File: src/hw/rtl/fenwick_prefix_sum_table_top_assert.svh
// assertion macros shared by the prefix-sum table modules
`ifndef FENWICK_PREFIX_SUM_TABLE_TOP_ASSERT_SVH
`define FENWICK_PREFIX_SUM_TABLE_TOP_ASSERT_SVH
`ifndef SYNTH
`define FPST_ASSERT_IMP(lbl, ante, cons, msg) \
	lbl: assert property (@(posedge clk) disable iff (!arst_n) (ante) |-> (cons)) \
		else $error(msg);
`define FPST_ASSERT_NXT(lbl, ante, cons, msg) \
	lbl: assert property (@(posedge clk) disable iff (!arst_n) (ante) |=> (cons)) \
		else $error(msg);
`else
`define FPST_ASSERT_IMP(lbl, ante, cons, msg)
`define FPST_ASSERT_NXT(lbl, ante, cons, msg)
`endif
`endif

File: src/hw/rtl/fpst_pkg.sv
// shared types and constants for the fenwick prefix-sum table
`timescale 1ns / 1ps
`default_nettype none
package fpst_pkg;
	localparam int unsigned SIZE_DEF = 65536;
	localparam int unsigned REQ_W = 2;
	localparam int unsigned IDX_W = 17;
	localparam int unsigned DATA_W = 32;

	localparam logic [REQ_W-1:0] REQ_ADD = 2'd0;
	localparam logic [REQ_W-1:0] REQ_QUERY = 2'd1;
	localparam logic [REQ_W-1:0] REQ_CLEAR = 2'd2;

	typedef enum logic [2:0] {
		ST_INIT,
		ST_IDLE,
		ST_WALK,
		ST_CLEAR,
		ST_RESP
	} fpst_state_t;

	typedef struct packed {
		logic load;
		logic step;
		logic clr_start;
		logic clr_step;
		logic respond;
	} fpst_cmd_t;

	typedef struct packed {
		logic walk_done;
		logic clr_last;
	} fpst_stat_t;
endpackage
`default_nettype wire

File: src/hw/rtl/fpst_ctrl.sv
// controller state machine: reset sweep, tree walk, clear sweep and response
`timescale 1ns / 1ps
`default_nettype none
module fpst_ctrl
	import fpst_pkg::*;
(
	input  wire logic             clk,
	input  wire logic             arst_n,
	input  wire logic             start,
	input  wire logic [REQ_W-1:0] req_type,
	input  wire fpst_stat_t       stat,
	output fpst_cmd_t             cmd,
	output logic                  busy
);
`include "fenwick_prefix_sum_table_top_assert.svh"

	fpst_state_t state_q;
	fpst_state_t state_d;

	always_ff @(posedge clk or negedge arst_n) begin
		if (!arst_n) begin
			state_q <= ST_INIT;
		end else begin
			state_q <= state_d;
		end
	end

	always_comb begin
		state_d = state_q;
		unique case (state_q)
			ST_INIT: begin
				if (stat.clr_last) begin
					state_d = ST_IDLE;
				end
			end
			ST_IDLE: begin
				if (start) begin
					unique case (req_type)
						REQ_ADD, REQ_QUERY: state_d = ST_WALK;
						REQ_CLEAR: state_d = ST_CLEAR;
						default: state_d = ST_RESP;
					endcase
				end
			end
			ST_WALK: begin
				if (stat.walk_done) begin
					state_d = ST_RESP;
				end
			end
			ST_CLEAR: begin
				if (stat.clr_last) begin
					state_d = ST_RESP;
				end
			end
			ST_RESP: state_d = ST_IDLE;
			default: state_d = ST_IDLE;
		endcase
	end

	always_comb begin
		cmd = '0;
		unique case (state_q)
			ST_INIT: cmd.clr_step = 1'b1;
			ST_IDLE: begin
				cmd.load = start;
				cmd.clr_start = start && (req_type == REQ_CLEAR);
			end
			ST_WALK: cmd.step = !stat.walk_done;
			ST_CLEAR: cmd.clr_step = 1'b1;
			ST_RESP: cmd.respond = 1'b1;
			default: cmd = '0;
		endcase
	end

	assign busy = (state_q != ST_IDLE);

	`FPST_ASSERT_NXT(a_accept_leaves_idle, start && !busy, state_q != ST_IDLE,
		"accepted transfer did not start work")
	`FPST_ASSERT_NXT(a_init_once, state_q != ST_INIT, state_q != ST_INIT,
		"reset sweep entered outside reset")
endmodule
`default_nettype wire

File: config.mk
export PLATFORM = sky130hd
export DESIGN_NAME = fpst_ctrl
export DESIGN_NICKNAME = d
export VERILOG_FILES = /design/src/hw/rtl/fpst_pkg.sv /design/src/hw/rtl/fpst_ctrl.sv
export VERILOG_INCLUDE_DIRS = /design/src /design/src/hw/rtl
export SDC_FILE = /design/constraint.sdc
export NUM_CORES = 1
export LEC_CHECK = 0
export ABC_AREA = 1
export BUFFER_PORTS_ARGS = -buffer_cell sky130_fd_sc_hd__buf_2
export CAP_MARGIN = 25
export CORE_AREA = 2 2 39 41
export CTS_CLUSTER_DIAMETER = 120
export CTS_CLUSTER_SIZE = 28
export DETAILED_ROUTE_END_ITERATION = 7
export DIE_AREA = 0 0 41 43
export GPL_ROUTABILITY_DRIVEN = 0
export PLACE_DENSITY = 0.47
export SETUP_SLACK_MARGIN = 0.4
export SYNTH_ARGS = -nofsm -noshare
export SYNTH_HDL_FRONTEND = slang
export SYNTH_SLANG_ARGS = --single-unit
File: constraint.sdc
create_clock -name clk -period 2.4 [get_ports clk]
set_input_delay 0.48 -clock clk [delete_from_list [all_inputs] [get_ports clk]]
set_output_delay 0.48 -clock clk [all_outputs]
set_load 0.03 [all_outputs]
==> Word level (Yosys, flattened, before mapping) <==
Index checks and enable logic that the tools add are counted.
{ "word_totals": {"output_inout_bits": 6, "wordCells": 30, "reg_bits": 3} }
{ "classes": {"reduce_logical": 7, "n_mux": 11, "n_eq_ne": 11} }
{ "ops": {"columns": ["op", "count"], "rows": [
  ["$mux W3", 4],
  ["$pmux W3 S4", 1],
  ["$ne A2 B2 Y1 const B", 4],
  ["$eq A3 B2 Y1 const B", 2],
  ["$pmux W3 S2", 1],
  ["$mux W1", 5],
  ["$reduce_and A4 Y1", 1],
  ["$reduce_or A2 Y1", 2],
  ["$eq A3 B1 Y1 const B", 1],
  ["$eq A3 B3 Y1 const B", 1],
  ["$logic_not A3 Y1", 1],
  ["$ne A3 B1 Y1 const B", 1],
  ["$eq A2 B1 Y1 const B", 1],
  ["$eq A2 B2 Y1 const B", 1],
  ["$logic_not A2 Y1", 1],
  ["$logic_and A1 B1 Y1", 1],
  ["$logic_not A1 Y1", 1]
]} }

==> Longest topological paths before layout <==
Gate-level depths: netlist of the first run.
{ "logic_depth": {"word_depth": 5, "mapped_depth": 7, "ltp_nobuf": 7} }

==> Worst setup path after synthesis of the first run <==
Ideal clock, no wire load.
{ "synth_path": {"kind": "register to output", "start": "reg state_q[1]", "end": "out cmd[2] in the netlist's numbering", "arrival_ns": 1.567, "setup_slack_ns": 0.353, "stages_incl_launch_ff": 4, "path_cell_list": "dfrtp_1 inv_1 nand3_1 nor3_1"} }
{ "synth_rtl": {"columns": ["item", "line_no", "text"], "rows": [
  ["start, declared", "fpst_ctrl.sv:17", "fpst_state_t state_q;"],
  ["start signal, assigned", "fpst_ctrl.sv:24", "state_q <= state_d;"],
  ["end, declared", "fpst_ctrl.sv:12", "output fpst_cmd_t cmd,"]
]} }

==> results of run 1 <==
[cells in the final DEF (no fill, tap or decap)]
cell | Yosys | routed
buf_2 | 0 | 12
nand2_1 | 9 | 9
inv_1 | 8 | 8
nor2_1 | 5 | 5
nand3_1 | 3 | 3
nand2_2 | 3 | 3
clkbuf_4 | 0 | 3
dfrtp_1 | 3 | 3
inv_2 | 2 | 2
a21oi_1 | 2 | 2
nand3_2 | 2 | 2
a31oi_1 | 2 | 2
nor2_4 | 1 | 1
nor3_2 | 0 | 1
nor2_2 | 1 | 1
o21ai_0 | 1 | 1
o21ai_1 | 1 | 1
clkbuf_1 | 0 | 1
[worst paths after layout]
kind / startpoint / endpoint / slack, ns / cells after the start
hold reg to reg: state_q[0] / state_q[0] / 0.58 / 2
max in group asynchronous: arst_n / state_q[1] / 2.25 / 1
hold / removal: arst_n / state_q[0] / 0.04 / 1
min in group clk: req_type[1] / state_q[1] / 0.57 / 4
setup reg to reg: state_q[1] / state_q[0] / 1.33 / 6
setup / recovery: state_q[1] / cmd[2] / 0.70 / 4
[power breakdown]
group	total, mW	internal [mW]	switching (mW)	leakage [nW]
sequential	0.0976	0.0727	0.0249	0.0379
clock	0.0879	0.0623	0.0256	0.0150
combinational	0.319	0.101	0.218	0.171
[worst max-delay path, stage by stage, from the launching register on]
cell	delay, ns
dfrtp_1	0.41
inv_1	0.12
nand3_1	0.14
nor3_2	0.12
buf_2	0.21
[cell type report]
cell class,count,area share
tap,16,0.0519
multi-input combinational,31,0.432
inverter,10,0.0974
timing repair buffer,12,0.156
sequential,3,0.195
clock buffer,4,0.0682
[cell families (layout without fill, tap and decap cells)]
group / Yosys count / count (layout) / share of synthesized area
AOI/OAI and AO/OA: 6 / 6 / 0.119
buffers and inverters: 10 / 26 / 0.137
DFF: 3 / 3 / 0.274
and+or+nand+nor: 25 / 25 / 0.470
[per-layer routing]
metal	track usage	vias up	part of all wire
li1	-	171	-
met1	0.0877	141	0.43
met2	0.119	8	0.49
met3	0.0314	0	0.070
met4	0.0400	0	0
met5	0	-	0
[per-stage QoR]
step                      power (mW)  hold slack, ns  instance area (um2)  setup WS (ns)
final                          0.504          0.0383                  385          0.699
after global routing           0.548          0.0378                  385          0.572
after CTS                      0.510          0.0377                  385          0.675
after detailed placement       0.419           0.280                  359          0.865
after global placement         0.430           0.279                  359          0.880
after floorplan                0.349           0.184                  279          0.575
==> results.yml, run 1 <==
grt:
  antenna_found_initial: 0
  grt_first_pass_wirelength_um: 924
  grt_pass1_vias: 258
  overflow: 0
  grt_max_degree: 7
  grt_util_all_layers: 0.0775
floorplanning:
  io_pins: 13
  start_util: 0.198
  die_y_um: 43
  core-area_um2: 1380
  die_w_um: 41
  die-area_um2: 1760
  fp-row-count: 14
run:
  maxCapViolCount: 0
worst_hold_path:
  hold_class: "input pin to async pin"
sta:
  min_period_over_period: 0.709
  skew_ns: 0.00142
  max_freq_mhz: 588
  hold_violations: 0
  drv_slew: 0
  max_slew_margin: 0.871
  post-route-min-period_ns: 1.70
  tightestPinTransition_ns: 0.194
  tns_ns: 0
  rsz0062_at_grt: "no"
  setup_violations: 0
clock_tree:
  clk_pin_slew_ns: 0.04
  post_cts.repair.setup_buffers: 0
  cts_resized: 0
  clock-sinks: 3
  cts_htree_levels: 1
  clock_tree.buffer_depth: 2
  cts-root-buf: "clkbuf_4"
  clock_latency_ns: 0.23
  cts_inserted_buffers: 3
  cts_tree: "built"
  postCtsHoldBufs: 0
setup_path:
  cp-end-kind: "output port"
  cp-start-kind: "register"
  crit_type: "register to output port"
  worstPathMaxFanout: 4
  critPathRequiredTime_ns: 1.92
  cp.arrival_ns: 1.22
cells_and_area:
  fin_util: 0.278
  fin_cells: 76
  largestRegisters: "state_q x3"
  diodes: 0
  largest_register_ffs: 3
  ff_latch_area_um2: 75.1
  fill_cells: 151
  multi_input_comb_area_um2: 166
  largest-register: "state_q"
  nets: 68
  area_growth_pct: 40.6
  drive_gt1_frac: 0.417
drt:
  drtAntennaViolNets: 0
  drt_first_pass_iters: 4
  viasPerCell: 4.21
  drt_drc_violations_left: 0
  routed-via-count: 320
  drt_first_iter_violations: 7
  wl_per_cell_um: 7.88
  drt-total-wl_um: 599
yosys:
  ys_seq_area_frac: 0.274
  yosysWarnings: 0
  syn_area_per_cell_um2: 6.23
  synth_edf_count: 0
  synth-seq-cells: 3
  yosysMostFrequentCell: "nand2_1"
  yosysTopAreaCellShare: 0.274
  yosys_most_used_dff: "dfrtp_1"
  syn_area_um2: 274
  netlist-cell-type-count: 15
  synthCells: 44
  synthTopCellsByArea: "dfrtp_1 (27%), nand2_1 (12%), inv_1 (11%)"
  async_flop_share: 1.00
  syn_nets: 51
  synth_common_cells: "nand2_1 (9), inv_1 (8), nor2_1 (5)"
  yosysTopAreaCell: "dfrtp_1"
placement:
  dp.cells: 72
  hpwl_um: 515
  io_buffer_count: 12
power_and_ir_drop:
  powerDensity_nw_per_um2: 1310
  ir_drop_uv: 333
  leakagePower_nw: 0.224
run_status:
  outcome: "finished clean"
No activity file was read; power rests on OpenSTA's default activity.
==> run 2, diff against run 1 <==
PLACE_DENSITY = 0.48   (was 0.47)
clock period = 1.4 ns   (was 2.4 ns; I/O delays follow)
==> results.yml, run 2 (same netlist as run 1, synthesis figures left out) <==
run_status:
  outcome: "complete, but fails checks"
  violations: "negative setup slack"
cells_and_area:
  largest_register_ffs: 3
  mostFrequentLayoutCells: "buf_4 (9), nand2_1 (8), inv_1 (7)"
  largest-register: "state_q"
  area_growth_pct: 95.9
  fin_cells: 85
  nets: 77
  largestRegisters: "state_q x3"
  layout_commonest_cell: "buf_4"
  diodes: 0
  fill_cells: 142
  drive_gt1_frac: 0.594
floorplanning:
  die_w_um: 41
  die_y_um: 43
  core-area_um2: 1380
  die-area_um2: 1760
  io_pins: 13
  fp-row-count: 14
  start_util: 0.198
clock_tree:
  clock-sinks: 3
  cts_inserted_buffers: 3
  cts_htree_levels: 1
  clock_latency_ns: 0.24
  clk_pin_slew_ns: 0.04
  cts_tree: "built"
  clock_tree.buffer_depth: 2
  cts-root-buf: "clkbuf_4"
sta:
  post-route-min-period_ns: 1.40
  min_period_over_period: 1.00
  setup_violations: 2
  tns_ns: -0.00419
  tightestPinTransition_ns: 0.177
  hold_violations: 0
  max_freq_mhz: 713
  max_slew_margin: 0.882
  skew_ns: 0.00387
  layout_setup_ws_ns: -0.00230
  drv_slew: 0
  rsz0062_at_grt: "yes"
power_and_ir_drop:
  leakagePower_nw: 0.288
  finalPower_mw: 1.22
  ir_drop_uv: 703
  powerDensity_nw_per_um2: 2280
setup_path:
  crit_type: "register to output port"
  critPathRequiredTime_ns: 1.12
  cp.arrival_ns: 1.12
  cp-start-kind: "register"
  worstPathMaxFanout: 5
  ff2ff_path_depth: 8
  cp-end-kind: "output port"
worst_hold_path:
  hold_class: "input pin to register"
  worstHoldPathCells: 3
grt:
  antenna_found_initial: 0
  overflow: 0
  grt_util_all_layers: 0.137
  grt_pass1_vias: 377
  grt_max_degree: 6
  grt_first_pass_wirelength_um: 1510
drt:
  drt-total-wl_um: 813
  viasPerCell: 4.34
  wl_per_cell_um: 9.56
  routed-via-count: 369
  drt_first_pass_iters: 4
  drt_drc_violations_left: 0
  drt_first_iter_violations: 5
  drtAntennaViolNets: 0
placement:
  dp.cells: 72
  hpwl_um: 538
  io_buffer_count: 12
  place_ws_ns: 0.133
run:
  maxCapViolCount: 0
## run 2: changes by cell type in the layout (fill, tap and decap cells not counted), sizes merged
cell         before  now
buf              12   20
dlygate4sd3       0    1
## run 2: final cells by class
type	count	area, um2	area share
timing repair buffer	21	164	0.305
tap	16	20.0	0.0373
clock buffer	4	26.3	0.0490
sequential	3	76.3	0.142
multi-input combinational	31	213	0.396
inverter	10	37.5	0.0699
## run 2: path summary, 6_finish.rpt
check,startpoint,endpoint,slack (ns)
max,state_q[0],cmd[1],-0.002
min,stat[0],state_q[1],0.34
max reg2reg,state_q[0],state_q[0],0.27
min reg2reg,state_q[0],state_q[1],0.61
max in group asynchronous,arst_n,state_q[0],0.92
min in group asynchronous,arst_n,state_q[1],0.36
## run 2: where the power goes
group / total (mW) / switching, mW / internal [mW]
logic: 0.885 / 0.493 / 0.392
registers: 0.175 / 0.0475 / 0.128
clock network: 0.162 / 0.0542 / 0.107
## run 2: critical path: stages (launching register included)
cell,delay (ns)
dfrtp_2,0.44
inv_2,0.09
nand2_2,0.07
a21oi_2,0.13
buf_6,0.14
## run 2: what timing repair did
item                       in CTS  in global routing
resized for setup              15                  3
setup endpoints to repair       9                  9
pin swaps                       5                  1
hold buffers                    1                  0
hold endpoints to repair        3                  0
buffers inserted                7                  1
## run 2: metal layers
layer,share of wire,track usage
met5,0,0
met4,0.057,0.140
met3,0.034,0.0314
met2,0.54,0.197
met1,0.36,0.149
## run 2: stage by stage
step	cell area (um2)	utilization	hold slack [ns]
floorplan	305	-	-0.0156
global placement	385	0.278	0.0776
detailed placement	385	0.278	0.0776
CTS	523	0.378	0.349
global route	537	0.388	0.370
finish	537	0.388	0.344
